<file path="config.mk">
export PLATFORM = sky130hd
export DESIGN_NAME = shell_command_lexer
export DESIGN_NICKNAME = d
export VERILOG_FILES = /design/src/rtl/core/scl_pkg.sv /design/src/rtl/core/scl_front.sv /design/src/rtl/core/scl_queue.sv /design/src/rtl/core/scl_back.sv /design/src/rtl/core/shell_command_lexer.sv
export SDC_FILE = /design/constraint.sdc
export NUM_CORES = 1
export LEC_CHECK = 0
export BUFFER_PORTS_ARGS = -buffer_cell sky130_fd_sc_hd__buf_2
export CORE_MARGIN = 10
export CORE_UTILIZATION = 40
export CTS_CLUSTER_DIAMETER = 100
export DETAILED_ROUTE_END_ITERATION = 16
export GPL_TIMING_DRIVEN = 0
export PLACE_DENSITY = 0.53
export SLEW_MARGIN = 20
export SYNTH_ARGS = -nofsm -noshare
export SYNTH_HDL_FRONTEND = slang
export SYNTH_HIERARCHICAL = 1
export SYNTH_SLANG_ARGS = --single-unit
export TNS_END_PERCENT = 100
</file>
<file path="constraint.sdc">
create_clock -name clk -period 11.9 [get_ports clk]
set_input_delay 1.19 -clock clk [delete_from_list [all_inputs] [get_ports clk]]
set_output_delay 1.19 -clock clk [all_outputs]
set_load 0.01 [all_outputs]
</file>
<file path="src/rtl/core/scl_pkg.sv">
package scl_pkg;

	// one input request
	typedef struct packed {
		logic [7:0] ch;
		logic       has_char;
		logic       end_of_line;
	} cmd_t;

	// one result request
	typedef struct packed {
		logic [7:0] tok_char;
		logic [3:0] tok_kind;
		logic       tok_first;
		logic       last;
	} tok_t;

	localparam int unsigned MAX_TOKS = 3;
	localparam int unsigned CNT_W    = $clog2(MAX_TOKS + 1);

	// all results caused by one input request
	typedef struct packed {
		logic [CNT_W-1:0]      cnt;
		tok_t [MAX_TOKS-1:0]   toks;
	} bundle_t;

	// front to queue
	typedef struct packed {
		logic    wr;
		bundle_t data;
	} q_wr_t;

	// queue to back
	typedef struct packed {
		logic    avail;
		bundle_t data;
	} q_rd_t;

	localparam int unsigned Q_DEPTH = 2;
	localparam int unsigned Q_PTR_W = $clog2(Q_DEPTH);
	localparam int unsigned Q_CNT_W = $clog2(Q_DEPTH + 1);

	typedef enum logic [2:0] {
		MODE_IDLE = 3'd0,
		MODE_WORD = 3'd1,
		MODE_AMP  = 3'd2,
		MODE_PIPE = 3'd3,
		MODE_DASH = 3'd4
	} mode_t;

	localparam logic [3:0] KIND_WORD     = 4'd0;
	localparam logic [3:0] KIND_SEMI     = 4'd1;
	localparam logic [3:0] KIND_ANDAND   = 4'd2;
	localparam logic [3:0] KIND_AMP      = 4'd3;
	localparam logic [3:0] KIND_OROR     = 4'd4;
	localparam logic [3:0] KIND_PIPE     = 4'd5;
	localparam logic [3:0] KIND_LPAREN   = 4'd6;
	localparam logic [3:0] KIND_RPAREN   = 4'd7;
	localparam logic [3:0] KIND_DASH     = 4'd8;
	localparam logic [3:0] KIND_OTHER    = 4'd9;
	localparam logic [3:0] KIND_LINE_END = 4'd10;

	localparam logic [7:0] CH_AMP    = 8'h26;
	localparam logic [7:0] CH_BAR    = 8'h7C;
	localparam logic [7:0] CH_SEMI   = 8'h3B;
	localparam logic [7:0] CH_DASH   = 8'h2D;
	localparam logic [7:0] CH_LPAREN = 8'h28;
	localparam logic [7:0] CH_RPAREN = 8'h29;
	localparam logic [7:0] CH_UNDER  = 8'h5F;
	localparam logic [7:0] CH_DOT    = 8'h2E;
	localparam logic [7:0] CH_SLASH  = 8'h2F;
	localparam logic [7:0] CH_SPACE  = 8'h20;
	localparam logic [7:0] CH_NUL    = 8'h00;

	// outcome of lexing one byte from the idle mode
	typedef struct packed {
		logic  emit;
		tok_t  tok;
		mode_t mode;
	} idle_t;

	function automatic logic is_space(logic [7:0] c);
		return (c == CH_SPACE) || (c >= 8'h09 && c <= 8'h0D);
	endfunction

	function automatic logic is_alnum(logic [7:0] c);
		return (c >= 8'h30 && c <= 8'h39) || (c >= 8'h41 && c <= 8'h5A) ||
			(c >= 8'h61 && c <= 8'h7A);
	endfunction

	function automatic tok_t mk_tok(logic [7:0] c, logic [3:0] kind, logic first);
		tok_t t;
		t.tok_char  = c;
		t.tok_kind  = kind;
		t.tok_first = first;
		t.last      = 1'b0;
		return t;
	endfunction

	function automatic idle_t lex_idle(logic [7:0] c);
		idle_t r;
		r.emit = 1'b1;
		r.mode = MODE_IDLE;
		r.tok  = mk_tok(c, KIND_OTHER, 1'b1);
		if (is_space(c)) begin
			r.emit = 1'b0;
		end else if (is_alnum(c) || c == CH_DOT || c == CH_SLASH) begin
			r.tok.tok_kind = KIND_WORD;
			r.mode         = MODE_WORD;
		end else if (c == CH_SEMI) begin
			r.tok.tok_kind = KIND_SEMI;
		end else if (c == CH_AMP) begin
			r.emit = 1'b0;
			r.mode = MODE_AMP;
		end else if (c == CH_BAR) begin
			r.emit = 1'b0;
			r.mode = MODE_PIPE;
		end else if (c == CH_LPAREN) begin
			r.tok.tok_kind = KIND_LPAREN;
		end else if (c == CH_RPAREN) begin
			r.tok.tok_kind = KIND_RPAREN;
		end else if (c == CH_DASH) begin
			r.tok.tok_kind = KIND_DASH;
			r.mode         = MODE_DASH;
		end
		return r;
	endfunction

endpackage

</file>
<file path="src/rtl/core/scl_front.sv">
module scl_front (
	input  logic           clk,
	input  logic           arst_n,
	input  scl_pkg::cmd_t  cmd,
	input  logic           push,
	input  logic           q_full,
	output scl_pkg::q_wr_t q_wr
);

	scl_pkg::mode_t                  mode_q;
	scl_pkg::mode_t                  mode_c;
	scl_pkg::mode_t                  mode_d;
	scl_pkg::idle_t                  idle;
	scl_pkg::tok_t [scl_pkg::MAX_TOKS-1:0] toks;
	logic [scl_pkg::CNT_W-1:0]       n;
	logic                            accept;
	logic                            word_cont;

	assign accept    = push && !q_full;
	assign idle      = scl_pkg::lex_idle(cmd.ch);
	assign word_cont = scl_pkg::is_alnum(cmd.ch) || cmd.ch == scl_pkg::CH_SLASH ||
		cmd.ch == scl_pkg::CH_DOT || cmd.ch == scl_pkg::CH_UNDER;

	// next mode: mode_c is the mode after the byte, before the line end
	always_comb begin
		mode_c = mode_q;
		if (cmd.has_char) begin
			case (mode_q)
				scl_pkg::MODE_WORD: begin
					if (!word_cont) begin
						mode_c = idle.mode;
					end
				end
				scl_pkg::MODE_AMP: begin
					mode_c = (cmd.ch == scl_pkg::CH_AMP) ? scl_pkg::MODE_IDLE : idle.mode;
				end
				scl_pkg::MODE_PIPE: begin
					mode_c = (cmd.ch == scl_pkg::CH_BAR) ? scl_pkg::MODE_IDLE : idle.mode;
				end
				scl_pkg::MODE_DASH: begin
					mode_c = scl_pkg::MODE_IDLE;
				end
				default: begin
					mode_c = idle.mode;
				end
			endcase
		end
		mode_d = cmd.end_of_line ? scl_pkg::MODE_IDLE : mode_c;
	end

	// results caused by this request
	always_comb begin
		toks   = '0;
		n      = '0;
		if (cmd.has_char) begin
			case (mode_q)
				scl_pkg::MODE_WORD: begin
					if (word_cont) begin
						toks[n] = scl_pkg::mk_tok(cmd.ch, scl_pkg::KIND_WORD, 1'b0);
						n       = n + 1'b1;
					end else begin
						if (idle.emit) begin
							toks[n] = idle.tok;
							n       = n + 1'b1;
						end
					end
				end
				scl_pkg::MODE_AMP: begin
					if (cmd.ch == scl_pkg::CH_AMP) begin
						toks[0] = scl_pkg::mk_tok(scl_pkg::CH_AMP, scl_pkg::KIND_ANDAND, 1'b1);
						toks[1] = scl_pkg::mk_tok(scl_pkg::CH_AMP, scl_pkg::KIND_ANDAND, 1'b0);
						n       = 2'd2;
					end else begin
						toks[0] = scl_pkg::mk_tok(scl_pkg::CH_AMP, scl_pkg::KIND_AMP, 1'b1);
						n       = 2'd1;
						if (idle.emit) begin
							toks[n] = idle.tok;
							n       = n + 1'b1;
						end
					end
				end
				scl_pkg::MODE_PIPE: begin
					if (cmd.ch == scl_pkg::CH_BAR) begin
						toks[0] = scl_pkg::mk_tok(scl_pkg::CH_BAR, scl_pkg::KIND_OROR, 1'b1);
						toks[1] = scl_pkg::mk_tok(scl_pkg::CH_BAR, scl_pkg::KIND_OROR, 1'b0);
						n       = 2'd2;
					end else begin
						toks[0] = scl_pkg::mk_tok(scl_pkg::CH_BAR, scl_pkg::KIND_PIPE, 1'b1);
						n       = 2'd1;
						if (idle.emit) begin
							toks[n] = idle.tok;
							n       = n + 1'b1;
						end
					end
				end
				scl_pkg::MODE_DASH: begin
					toks[0] = scl_pkg::mk_tok(cmd.ch, scl_pkg::KIND_DASH, 1'b0);
					n       = 2'd1;
				end
				default: begin
					if (idle.emit) begin
						toks[0] = idle.tok;
						n       = 2'd1;
					end
				end
			endcase
		end
		if (cmd.end_of_line) begin
			// flush a held single operator before the line end
			if (mode_c == scl_pkg::MODE_AMP) begin
				toks[n] = scl_pkg::mk_tok(scl_pkg::CH_AMP, scl_pkg::KIND_AMP, 1'b1);
				n       = n + 1'b1;
			end else if (mode_c == scl_pkg::MODE_PIPE) begin
				toks[n] = scl_pkg::mk_tok(scl_pkg::CH_BAR, scl_pkg::KIND_PIPE, 1'b1);
				n       = n + 1'b1;
			end
			toks[n] = scl_pkg::mk_tok(scl_pkg::CH_NUL, scl_pkg::KIND_LINE_END, 1'b1);
			n       = n + 1'b1;
		end
		for (int i = 0; i < scl_pkg::MAX_TOKS; i++) begin
			toks[i].last = (n != '0) && (scl_pkg::CNT_W'(i) == n - 1'b1);
		end
	end

	assign q_wr.wr        = accept && (n != '0);
	assign q_wr.data.cnt  = n;
	assign q_wr.data.toks = toks;

	always_ff @(posedge clk or negedge arst_n) begin
		if (!arst_n) begin
			mode_q <= scl_pkg::MODE_IDLE;
		end else if (accept) begin
			mode_q <= mode_d;
		end
	end

endmodule

</file>
<file path="src/rtl/core/scl_queue.sv">
module scl_queue (
	input  logic           clk,
	input  logic           arst_n,
	input  scl_pkg::q_wr_t q_wr,
	input  logic           deq,
	output logic           full,
	output scl_pkg::q_rd_t q_rd
);

	scl_pkg::bundle_t [scl_pkg::Q_DEPTH-1:0] slot_q;
	logic [scl_pkg::Q_PTR_W-1:0]             wr_ptr_q;
	logic [scl_pkg::Q_PTR_W-1:0]             rd_ptr_q;
	logic [scl_pkg::Q_CNT_W-1:0]             cnt_q;
	logic                                    do_deq;

	assign full       = (cnt_q == scl_pkg::Q_CNT_W'(scl_pkg::Q_DEPTH));
	assign q_rd.avail = (cnt_q != '0);
	assign q_rd.data  = slot_q[rd_ptr_q];
	assign do_deq     = deq && q_rd.avail;

	always_ff @(posedge clk) begin
		if (q_wr.wr) begin
			slot_q[wr_ptr_q] <= q_wr.data;
		end
	end

	always_ff @(posedge clk or negedge arst_n) begin
		if (!arst_n) begin
			wr_ptr_q <= '0;
			rd_ptr_q <= '0;
			cnt_q    <= '0;
		end else begin
			if (q_wr.wr) begin
				wr_ptr_q <= (wr_ptr_q == scl_pkg::Q_PTR_W'(scl_pkg::Q_DEPTH - 1)) ?
					'0 : wr_ptr_q + 1'b1;
			end
			if (do_deq) begin
				rd_ptr_q <= (rd_ptr_q == scl_pkg::Q_PTR_W'(scl_pkg::Q_DEPTH - 1)) ?
					'0 : rd_ptr_q + 1'b1;
			end
			if (q_wr.wr && !do_deq) begin
				cnt_q <= cnt_q + 1'b1;
			end else if (do_deq && !q_wr.wr) begin
				cnt_q <= cnt_q - 1'b1;
			end
		end
	end

endmodule

</file>
<file path="src/rtl/core/scl_back.sv">
module scl_back (
	input  logic           clk,
	input  logic           arst_n,
	input  scl_pkg::q_rd_t q_rd,
	output logic           deq,
	input  logic           pop,
	output logic           empty,
	output scl_pkg::tok_t  tok
);

	logic [scl_pkg::CNT_W-1:0] idx_q;
	logic                      out_valid_q;
	scl_pkg::tok_t             out_q;
	logic                      load;
	logic                      at_end;

	assign load   = q_rd.avail && (!out_valid_q || pop);
	assign at_end = (idx_q == q_rd.data.cnt - 1'b1);
	assign deq    = load && at_end;
	assign empty  = !out_valid_q;
	assign tok    = out_q;

	always_ff @(posedge clk) begin
		if (load) begin
			out_q <= q_rd.data.toks[idx_q[$clog2(scl_pkg::MAX_TOKS)-1:0]];
		end
	end

	always_ff @(posedge clk or negedge arst_n) begin
		if (!arst_n) begin
			idx_q       <= '0;
			out_valid_q <= 1'b0;
		end else begin
			if (load) begin
				idx_q <= at_end ? '0 : idx_q + 1'b1;
			end
			if (load) begin
				out_valid_q <= 1'b1;
			end else if (pop) begin
				out_valid_q <= 1'b0;
			end
		end
	end

endmodule

</file>
<file path="src/rtl/core/shell_command_lexer.sv">
// channel   direction  handshake           payload
// cmd       in         push / full         ch, has_char, end_of_line
// tok       out        pop / empty         tok_char, tok_kind, tok_first, last
//
// a request is taken in the cycle push is high and full is low; the front lexes it
// in that same cycle, so one request per cycle is accepted while the queue has room
// each request yields zero to three results; unless pop stalls, the back drains them
// at one per cycle; its output register limits throughput when requests yield several
// arst_n clears the lexer mode, the queue pointers and the output valid flag
// a stalled pop fills the output register, then the two-entry queue, then raises full
module shell_command_lexer (
	input  logic          clk,
	input  logic          arst_n,
	input  scl_pkg::cmd_t cmd,
	input  logic          push,
	output logic          full,
	output scl_pkg::tok_t tok,
	output logic          empty,
	input  logic          pop
);

	scl_pkg::q_wr_t q_wr;
	scl_pkg::q_rd_t q_rd;
	logic           deq;

	// front: classify each byte and build the results it causes
	scl_front u_front (
		.clk    (clk),
		.arst_n (arst_n),
		.cmd    (cmd),
		.push   (push),
		.q_full (full),
		.q_wr   (q_wr)
	);

	// short queue of result bundles between front and back
	scl_queue u_queue (
		.clk    (clk),
		.arst_n (arst_n),
		.q_wr   (q_wr),
		.deq    (deq),
		.full   (full),
		.q_rd   (q_rd)
	);

	// back: hand out the results of each bundle one at a time
	scl_back u_back (
		.clk    (clk),
		.arst_n (arst_n),
		.q_rd   (q_rd),
		.deq    (deq),
		.pop    (pop),
		.empty  (empty),
		.tok    (tok)
	);

endmodule
</file>
-- Word-level counts from Yosys, hierarchy flattened
Index checks and enable logic that the tools add are counted.
- bits in registers: 112
- bits of input ports: 14
- add/sub/neg operators: 9
- reductions and logical operators: 35
- $lt $le $gt $ge: 16
- equality and inequality tests: 20
- mux-type cells: 67
- bitwise gates (word level): 9
- operator list (kind ; number):
    42-bit 2-to-1 mux ; 4
    44-bit 2-to-1 mux ; 3
    88-bit bitwise mux ; 1
    28-bit 2-to-1 mux ; 3
    14-bit 2-to-1 mux ; 5
    8-bit by 6-bit equality test with 1-bit output (second input constant) ; 8
    14-bit demux with 2-bit select ; 2
    14-bit one-hot mux with 4 select lines ; 1
    44-bit demux with 1-bit select ; 1
    3-bit 2-to-1 mux ; 13
    33-bit AND ; 1
    33-bit inverter ; 1
    14-bit binary-select mux with 2-bit select ; 1
    4-bit 2-to-1 mux ; 7
    14-bit one-hot mux with 2 select lines ; 1
    16-bit by 24-bit AND with 24-bit output ; 1
    2-bit 2-to-1 mux ; 12
    24-bit inverter ; 1
    16-bit by 24-bit OR with 24-bit output ; 1
    12-bit by 18-bit AND with 18-bit output ; 1
    18-bit inverter ; 1
    12-bit by 18-bit OR with 18-bit output ; 1
    1-bit logical AND ; 17
    8-bit by 7-bit equality test with 1-bit output (second input constant) ; 2
    other kinds (28) ; 67

-- Depth between registers and ports, before layout
Gate-level depths: netlist (run 1).
- depth after elaboration: 24
- depth in mapped cells: 16
- gate-level depth less buffers: 14

-- Hierarchy
Netlist (run 1), hierarchy kept.
- modules (own cells, without submodules) (module ; area an instance (sq um) ; times used ; cells each ; sequential area each (sq um)):
    scl_queue ; 3564.7 ; 1 ; 153 ; 2742.6
    scl_front ; 1483.9 ; 1 ; 227 ; 75.1
    scl_back ; 924.6 ; 1 ; 84 ; 495.5

-- Least setup slack after synthesis (run 1)
Ideal clock, no wire load.
- kind: in2reg
- start: input port cmd[9] (netlist bit)
- end: register u_queue/slot_q[0] (netlist bit), enable pin
- cell stages on the path: 10
- slack: 5.654 ns
- arrival: 5.796 ns
- cells stage by stage: or4b_4 or4_4 nor3_1 o311ai_4 ha_1 o21ai_0 inv_1 ha_1 o31a_1 nor2b_1
- RTL lines (item ; line ; text):
    start: declaration ; shell_command_lexer.sv:14 ; input scl_pkg::cmd_t cmd,
    end signal: indexed assignment ; scl_queue.sv:23 ; slot_q[wr_ptr_q] <= q_wr.data;
    end: declaration ; scl_queue.sv:10 ; scl_pkg::bundle_t [scl_pkg::Q_DEPTH-1:0] slot_q;

==> results by group, run 1 <==
Power
  • Pleak: 0.002546 uW
  • PD cells: 205.4 nW/um^2
  • Internal power: 942.6 uW
  • Net Sw Power: 428.0 uW
  • Max rail drop VDD: 0.07122 mV
  • Tot Pwr: 1371 uW
  • Gate power share: 0.371
  • Clock power frac: 0.215
  • Reg power frac: 0.414
  • Sw Ratio: 0.3123

Timing
  • Final Cycle Share: 0.4518
  • Hold_ws: 522.4 ps
  • Final hold violation count: 0
  • Count of pins over their slew limit: 0
  • Endpoints failing setup: 0
  • Actual slew at the worst max-slew pin: 982.8 ps
  • Rel. slew slack: 0.3398
  • Fmax: 0.1860 GHz
  • Clk_skew: 8.793 ps
  • TNS Setup: 0 ps
  • RSZ-0062 raised after global routing: no
  • Clock period minus worst slack: 5377 ps

Clock network
  • Clock Latency Late Sink: 350 ps
  • CTS max path bufs: 2
  • CTS tree: built
  • H-tree depth: 3
  • Cts repair resizes: 0
  • Clk root buf: clkbuf_16
  • CTS hold repair buffers: 0
  • Num CTS Buffers: 9
  • Clk pin slew, worst setup/hold paths: 70 ps
  • Setup Buffers After CTS: 0
  • Clock sinks: 112

Run
  • Max Cap Viol: 0

Route
  • DR iter-0 viols: 293
  • Post-DRT Antenna Nets: 0
  • Drt total wl: 13.73 mm
  • Pre-Repair DR Iteration Count: 5
  • Via/cell ratio: 5.514
  • # DRC: 0
  • Wire per inst: 19.75 um
  • Routed vias: 3832

Placed design
  • Post-DP Area: 6382 sq um
  • Port buffer count: 29
  • GPL Wtd Cong: 0.9008
  • Post-DP HPWL: 9.868 mm

Worst setup path
  • Critical path fanouts, max: 23
  • Critical path type: in -> reg
  • CP arrival: 5420 ps
  • FF-to-FF Start: u_front/mode_q[2]
  • Setup crit end kind: register
  • Reg2Reg Depth: 13
  • Startpoint types: primary input
  • FF-to-FF End: u_queue/slot_q[12]
  • FF-to-FF setup slack: 7290 ps
  • WP data required: 11950 ps

Floorplanning
  • Die Area: 20220 sq um
  • Die Ht: 142.2 um
  • Core Region: 14590 sq um
  • IO Count: 30
  • # rows: 44
  • Starting Density: 0.4094
  • Die Width: 142.2 um

Global routing
  • Vias in the first global route: 3646
  • Initial antenna violation count: 0
  • Total gr overflow: 0
  • Largest net degree at the start of global routing: 45
  • Total GRT Usage: 0.1349
  • First-pass GRT wire length: 21.25 mm

Finish
  • Final net count: 526
  • Most common cell after layout, fill and taps aside: edfxtp_1
  • # diodes: 0
  • FILL cells: 1327
  • Fin util: 0.4573
  • Cell area after layout: 6671 sq um
  • Commonest non-fill, non-tap cells in the layout: 102 x edfxtp_1, 43 x nand2_1, 39 x mux2_4
  • Layout cell share with drive strength beyond 1: 0.2446
  • Synth-to-layout area growth: 11.69%

Min path
  • Cells on Worst Hold Path: 1
  • Worst hold start: u_queue/cnt_q[1]
  • Hold WC Path Type: reg -> reg
  • Hold Crit Endpoint: u_queue/cnt_q[1]

Synthesis
  • Register area share after synthesis: 0.5547
  • Syn Area/Cell: 12.87 sq um
  • Synth cell types: 72
  • Number of synthesized register bits: 112
  • Post-synth top flop: edfxtp_1
  • Synthesized area: 5973 sq um
  • Synth async-reset ratio: 0.08929
  • Post-Syn Instances: 464
  • EDFF count, synth: 102
  • Synth warn: 6

Run status
  • Status: finished, final reports clean
==> logic make-up (layout without fill, tap and decap cells) <==
logic type                 count (synthesis)  in the layout  share of synthesized area
DFF                                      112            112                     0.5547
muxes                                     59             59                     0.1326
buffers and inverters                     44             90                    0.04817
other                                      1              2                  0.0006278
adders and majority gates                  6              6                    0.01257
and+or+nand+nor                          133            133                     0.1175
AOI/OAI and AO/OA                         99             99                     0.1179
xor gates and xnor gates                  10             10                    0.01592
==> layer usage <==
metal,part of all wire,GRT usage,wire (um),vias to the layer above
li1,-,-,-,1817
met1,0.48,0.1831,6563,1912
met2,0.47,0.2111,6391,83
met3,0.039,0.02570,529,20
met4,0.018,0.04572,244,0
met5,0,0,0,-
==> area by class of cell <==
type | count | area [sq um] | area share
buffer | 31 | 234.0 | 0.03507
inverter | 13 | 53.80 | 0.008065
multi-input combinational | 309 | 2386 | 0.3577
tap | 184 | 230.2 | 0.03451
clock inverter | 6 | 60.06 | 0.009002
timing repair buffer | 30 | 165.2 | 0.02476
sequential | 112 | 3313 | 0.4966
clock buffer | 10 | 229.0 | 0.03432
==> per-stage QoR <==
step | worst slack (ps) | instances
final | 6523 | 695
after global routing | 6223 | 695
after floorplan | 5654 | 465
after CTS | 6531 | 695
after detailed placement | 6163 | 679
after global placement | 3722 | 678
==> synth_stat cells, types with 3 or more instances <==
master	n	share of area
buf_12	4	0.013
o21ai_0	24	0.020
a21o_1	4	0.0050
o21bai_1	3	0.0038
ha_1	6	0.013
inv_1	11	0.0069
dfrtp_1	10	0.042
mux2i_1	15	0.025
nor2b_1	16	0.017
and2_1	5	0.0052
buf_2	3	0.0025
o211ai_1	6	0.0075
mux2_4	39	0.098
nor3_1	10	0.0084
edfxtp_1	102	0.51
a21oi_1	23	0.019
o21a_1	4	0.0050
o31ai_1	3	0.0038
xor2_1	3	0.0044
nand3_1	6	0.0050
nand2b_1	8	0.0084
xnor2_1	6	0.0088
nand2_1	43	0.027
mux2_2	5	0.0094
buf_4	9	0.011
nor2_1	19	0.012
clkbuf_1	12	0.0075
nor3b_1	5	0.0063
a311o_1	4	0.0067
a31oi_1	4	0.0042
==> how the worst max path moves through the flow <==
stage	slack [ps]	depth (start not counted)	end	from
2_1_floorplan	5650	10	u_queue/slot_q[0]	cmd[9]
3_3_place_gp	3720	13	u_queue/slot_q[34]	cmd[9]
3_5_place_dp	6160	14	u_queue/slot_q[23]	cmd[9]
4_1_cts	6530	14	u_queue/slot_q[12]	cmd[9]
5_1_grt	6220	14	u_queue/slot_q[12]	cmd[9]
6_report	6520	14	u_queue/slot_q[12]	cmd[9]
==> worst max-delay path, cell delays in order <==
cell and delay, ps:
buf_2 160, nor4bb_1 650, o21a_1 350, or3_1 140, buf_2 190, nor2_1 100, o311ai_4 450, ha_1 370
o21ai_0 270, inv_1 70, ha_1 300, o31a_1 220, nor2b_4 650, buf_12 260
==> power groups by stage <==
stage	registers [uW]	clock network [uW]	logic, uW
3_5_place_dp	577	0	516
6_report	567	294	509
3_3_place_gp	577	0	508
2_1_floorplan	588	0	362
5_1_grt	574	315	551
4_1_cts	568	302	518
==> flip-flops by register name, indices dropped and copies added, names as in the netlist <==
signal and cells:
u_back/idx_q 2, u_back/out_valid_q 1, u_back/tok 14, u_front/mode_q 3
u_queue/cnt_q 2, u_queue/rd_ptr_q 1, u_queue/slot_q 88, u_queue/wr_ptr_q 1
Note: power is estimated with default switching activity, not from simulation.
==> run 2: changes to the inputs <==
clock period = 5.6 ns   (was 11.9 ns; I/O delays follow)
==> results by group, run 2 (same netlist as run 1, synthesis figures left out) <==
Finish
  • Layout cell share with drive strength beyond 1: 0.2466
  • Biggest register: u_queue/slot_q
  • Finished Layout Cells: 695
  • Most common cell after layout, fill and taps aside: edfxtp_1
  • Max reg flops: 88
  • FILL cells: 1345
  • Multi-input combinational cell area: 2386 sq um
  • Synth-to-layout area growth: 12.11%
  • Commonest non-fill, non-tap cells in the layout: 102 x edfxtp_1, 43 x nand2_1, 39 x mux2_4
  • Cell area after layout: 6696 sq um
  • # diodes: 0
  • FF/Latch Area: 3313 sq um
  • Final net count: 527

Floorplanning
  • Core Region: 14590 sq um
  • Die Area: 20220 sq um
  • IO Count: 30
  • Die Ht: 142.2 um
  • Starting Density: 0.4094
  • Die Width: 142.2 um
  • # rows: 44

Route
  • Via/cell ratio: 5.501
  • DR iter-0 viols: 304
  • Routed vias: 3823
  • # DRC: 0
  • Post-DRT Antenna Nets: 0
  • Drt total wl: 13.90 mm
  • Pre-Repair DR Iteration Count: 5
  • Wire per inst: 20.00 um

Run
  • Max Cap Viol: 0

Global routing
  • Initial antenna violation count: 0
  • Total GRT Usage: 0.1425
  • Total gr overflow: 0
  • Largest net degree at the start of global routing: 45
  • Vias in the first global route: 3962
  • First-pass GRT wire length: 22.40 mm

Worst setup path
  • Setup crit end kind: register
  • CP arrival: 4620 ps
  • Startpoint types: primary input
  • Reg2Reg Depth: 14
  • Slowest cell on the critical path: nor4bb_1
  • WP data required: 5660 ps
  • Critical path fanouts, max: 22
  • CP Cell Sequence: buf_2 -> nor4bb_1 -> o21a_1 -> or3_1 -> buf_2 -> nor2_1 -> o311ai_4 -> ha_1 -> o21ai_0 -> inv_1 -> ha_1 -> o31a_1 -> nor2b_4 -> buf_12 -> buf_16
  • Critical path type: in -> reg
  • Largest stage delay, worst path: 710 ps

Placed design
  • Dpl ws: 673.0 ps
  • Post-DP HPWL: 10.05 mm
  • Post-DP Area: 6410 sq um
  • GPL Wtd Cong: 0.8826
  • Port buffer count: 29
  • Placed Cells incl. Taps: 680

Power
  • PD cells: 435.7 nW/um^2
  • Tot Pwr: 2917 uW
  • Max rail drop VDD: 0.1531 mV
  • Pleak: 0.002549 uW

Run status
  • Status: finished, final reports clean

Min path
  • Hold WC Path Type: in -> async

Timing
  • Final hold violation count: 0
  • RSZ-0062 raised after global routing: no
  • Clk_skew: 8.446 ps
  • Fmax: 0.2192 GHz
  • Setup ws final: 1038 ps
  • Count of pins over their slew limit: 0
  • Final Cycle Share: 0.8146
  • Clock period minus worst slack: 4562 ps
  • TNS Setup: 0 ps
  • Endpoints failing setup: 0
  • Rel. slew slack: 0.4095
  • Actual slew at the worst max-slew pin: 878.9 ps

Clock network
  • Clock sinks: 112
  • CTS tree: built
  • H-tree depth: 3
  • CTS hold repair buffers: 0
  • Setup Buffers After CTS: 0
  • Num CTS Buffers: 9
  • Clock Latency Late Sink: 350 ps
  • Clk pin slew, worst setup/hold paths: 70 ps
  • Clk root buf: clkbuf_16
  • CTS max path bufs: 2
  • Cts repair resizes: 0
-- run 2: where the power goes --
part / internal [uW] / total, uW / switching (uW)
combinational: 514 / 1080 / 568
clock: 345 / 629 / 285
sequential: 1150 / 1210 / 53.3
-- run 2: through the flow --
stage | hold slack [ps] | utilization
floorplan | 264.4 | -
global placement | 452.7 | 0.4356
detailed placement | 462.0 | 0.4394
CTS | 81.45 | 0.4590
global route | 85.32 | 0.4590
finish | 71.33 | 0.4590
-- run 2: final cells by class --
type	instances	area share
Tap cell	184	0.03438
Multi-Input combinational cell	309	0.3563
Inverter	13	0.008034
Buffer	31	0.03494
Timing Repair Buffer	31	0.02877
Sequential cell	112	0.4948
Clock inverter	5	0.008595
Clock buffer	10	0.03419
-- run 2: worst paths after layout --
| path | start | endpoint | slack, ps |
|---|---|---|---|
| setup / recovery | cmd[9] | u_queue/slot_q[17] | 1040 |
| hold / removal | arst_n | u_queue/cnt_q[1] | 70 |
| setup reg to reg | u_front/mode_q[2] | u_queue/slot_q[17] | 1090 |
| hold reg to reg | u_queue/cnt_q[1] | u_queue/cnt_q[1] | 490 |
| max in group asynchronous | arst_n | u_back/idx_q[1] | 5300 |
| min in group clk | u_queue/cnt_q[1] | u_queue/cnt_q[1] | 490 |
-- run 2: critical path, delay by kind of cell --
family / cells / cell delay, ps
AOI/OAI and AO/OA: 4 / 1260
buffers and inverters: 5 / 850
adders and majority gates: 2 / 660
and+or+nand+nor: 4 / 1270
-- run 2: layer usage --
metal	GRT usage	wire, um
met5	0	0
met4	0.05702	259
met3	0.02804	521
met2	0.2281	6760
met1	0.1852	6356
==> run 3: changes to the inputs <==
ABC_AREA = 1   (was default)
PLACE_DENSITY = 0.55   (was 0.53)
clock period = 3.7 ns   (was 5.6 ns; I/O delays follow)
==> results by group, run 3 <==
Power
  • Max rail drop VDD: 0.2797 mV
  • Clock power frac: 0.209
  • Pleak: 0.003177 uW
  • Internal power: 3049 uW
  • Sw Ratio: 0.3742
  • Gate power share: 0.408
  • PD cells: 685.8 nW/um^2
  • Net Sw Power: 1823 uW
  • Reg power frac: 0.382

Route
  • # DRC: 0
  • Routed vias: 4806
  • Post-DRT Antenna Nets: 0
  • Via/cell ratio: 5.102
  • Drt total wl: 16.17 mm
  • Pre-Repair DR Iteration Count: 5
  • DR iter-0 viols: 396
  • Wire per inst: 17.16 um

Placed design
  • Post-DP Area: 6555 sq um
  • GPL Wtd Cong: 0.9083
  • Post-DP HPWL: 11.55 mm
  • Port buffer count: 28

Finish
  • FILL cells: 1479
  • Fin util: 0.4690
  • Commonest non-fill, non-tap cells in the layout: 237 x nand2_1, 102 x edfxtp_1, 51 x nor2_1
  • Layout cell share with drive strength beyond 1: 0.2294
  • Final net count: 769
  • Synth-to-layout area growth: 15.60%
  • Cell area after layout: 7103 sq um
  • FF/Latch Area: 3314 sq um
  • Max reg flops: 88
  • Biggest register: u_queue/slot_q
  • Most common cell after layout, fill and taps aside: nand2_1
  • Multi-input combinational cell area: 2366 sq um
  • # diodes: 0

Timing
  • Rel. slew slack: 0.4807
  • Count of pins over their slew limit: 0
  • Clk_skew: 5.046 ps
  • Final hold violation count: 0
  • Fmax: 0.2903 GHz
  • Final Cycle Share: 0.9310
  • TNS Setup: 0 ps
  • Hold_ws: 333.3 ps
  • Endpoints failing setup: 0
  • Clock period minus worst slack: 3445 ps
  • Actual slew at the worst max-slew pin: 773.0 ps

Synthesis
  • Synthesized area: 6145 sq um
  • Register area share after synthesis: 0.5392
  • Synth warn: 6
  • Syn Area/Cell: 8.957 sq um
  • Number of synthesized register bits: 112
  • Post-Syn Instances: 686
  • Post-synth top area share: 0.4985
  • Count leader, synth: nand2_1
  • Synth cell count leaders: 239 x nand2_1, 102 x edfxtp_1, 53 x nor2_1
  • Synth top area cells: edfxtp_1 50%, nand2_1 15%, dfrtp_1 4.1%, nand3_1 3.4%, nor2_1 3.2%
  • Post-synth top flop: edfxtp_1
  • Leading area contributor after synthesis: edfxtp_1
  • Synth async-reset ratio: 0.08929
  • Synth cell types: 38
  • EDFF count, synth: 102

Worst setup path
  • Largest stage delay, worst path: 380 ps
  • CP most frequent cell: inv_2
  • Slowest cell on the critical path: dfrtp_1
  • FF-to-FF setup slack: 260 ps
  • Critical path type: reg -> reg
  • Cell family with most CP delay: simple AND/OR/NAND/NOR gates
  • Startpoint types: register
  • CP arrival: 3510 ps
  • Critical path fanouts, max: 7
  • CP Cell Sequence: inv_2 -> nor2_4 -> inv_2 -> nor2_4 -> nand2_1 -> nand2_2 -> inv_1 -> nor2_1 -> o21ai_2 -> inv_2 -> ha_1 -> nand3_1 -> nand2_4 -> ha_1 -> nand2_1 -> o21a_2 -> nand3_1 -> nand2_1 -> inv_2 -> inv_2 -> nor2_4 -> clkbuf_16
  • WP data required: 3770 ps
  • Setup crit end kind: register
  • Crit path buffers/inverters: 7

Min path
  • Hold WC Path Type: in -> reg

Global routing
  • Largest net degree at the start of global routing: 26
  • Vias in the first global route: 4411
  • First-pass GRT wire length: 24.53 mm
  • Initial antenna violation count: 0
  • Total GRT Usage: 0.1568
  • Total gr overflow: 0

Floorplanning
  • Core Region: 15150 sq um
  • Die Area: 20720 sq um
  • # rows: 45
  • Die Width: 143.9 um
  • Starting Density: 0.4057
  • Die Ht: 143.9 um
  • IO Count: 30

Clock network
  • H-tree depth: 3
  • CTS max path bufs: 2
  • Clk pin slew, worst setup/hold paths: 70 ps
  • Clk root buf: clkbuf_16
  • Clock Latency Late Sink: 350 ps
  • Num CTS Buffers: 9
  • Clock sinks: 112
  • CTS tree: built

Run
  • Max Cap Viol: 0

Run status
  • Status: finished, final reports clean
-- run 3: worst register-to-register path: stages, from the launching register on --
cell	delay [ps]
dfrtp_1	380
inv_2	120
nor2_4	60
inv_2	120
nor2_4	60
nand2_1	100
nand2_2	70
inv_1	90
nor2_1	60
o21ai_2	190
inv_2	70
ha_1	290
nand3_1	130
nand2_4	100
ha_1	290
nand2_1	50
o21a_2	160
nand3_1	100
nand2_1	70
inv_2	120
inv_2	90
nor2_4	240
clkbuf_16	220
-- run 3: area by class of cell --
type,instances,share of cell area
buffer,29,0.03752
clock buffer,9,0.03171
clock inverter,7,0.01215
inverter,66,0.03717
multi-input combinational,481,0.3331
sequential,112,0.4666
tap,188,0.03312
timing repair buffer,47,0.04545
timing repair inverter,3,0.003171
-- run 3: layer usage --
layer,vias to the layer above,part of all wire,GRT usage
met5,-,0,0
met4,0,0.030,0.07577
met3,27,0.030,0.02442
met2,98,0.49,0.2558
met1,2302,0.45,0.1984
li1,2379,-,-
-- run 3: per-stage QoR --
stage / setup WS (ps) / std cells / total power [uW]
2_1_floorplan: 46.40 / 687 / 3212
5_1_grt: -2.089 / 942 / 5178
6_report: 255.4 / 942 / 4871
3_3_place_gp: -1057 / 903 / 3768
4_1_cts: 8.303 / 934 / 4883
3_5_place_dp: -994.5 / 904 / 3794
-- run 3: repair_timing --
item,in CTS,in global routing
endpoints found under the setup margin,88,90
buffers inserted,9,6
pin swaps,1,4
cloned,4,2
hold buffers,1,0
gates resized for setup,7,11
hold endpoints to repair,10,0
-- run 3: worst paths after layout --
path / start / endpoint / cells past startpoint
worst min-delay path: pop / u_back/out_valid_q / 4
worst max register to register: u_front/mode_q[1] / u_queue/slot_q[5] / 22
worst min register to register: u_queue/cnt_q[1] / u_queue/cnt_q[1] / 2
worst max-delay path: u_front/mode_q[1] / u_queue/slot_q[5] / 22
max in group asynchronous: arst_n / u_front/mode_q[2] / 2
min in group asynchronous: arst_n / u_back/idx_q[1] / 2
-- run 3: power by group through the flow --
stage | clock network (uW) | registers [uW] | logic (uW)
floorplan | 0 | 1920 | 1290
global placement | 0 | 1880 | 1890
detailed placement | 0 | 1880 | 1910
CTS | 1040 | 1860 | 1980
global route | 1080 | 1890 | 2210
finish | 1020 | 1860 | 1990
-- run 3: cells by family (layout without fill, tap and decap cells) --
logic type	Yosys count	in the layout	synth area share
fa+ha+maj	6	6	0.01222
buf+inv	95	161	0.08573
compound gates	77	77	0.07656
flops	112	112	0.5392
other cells	1	2	0.0006103
xor+xnor	2	2	0.002851
simple gates	393	394	0.2828
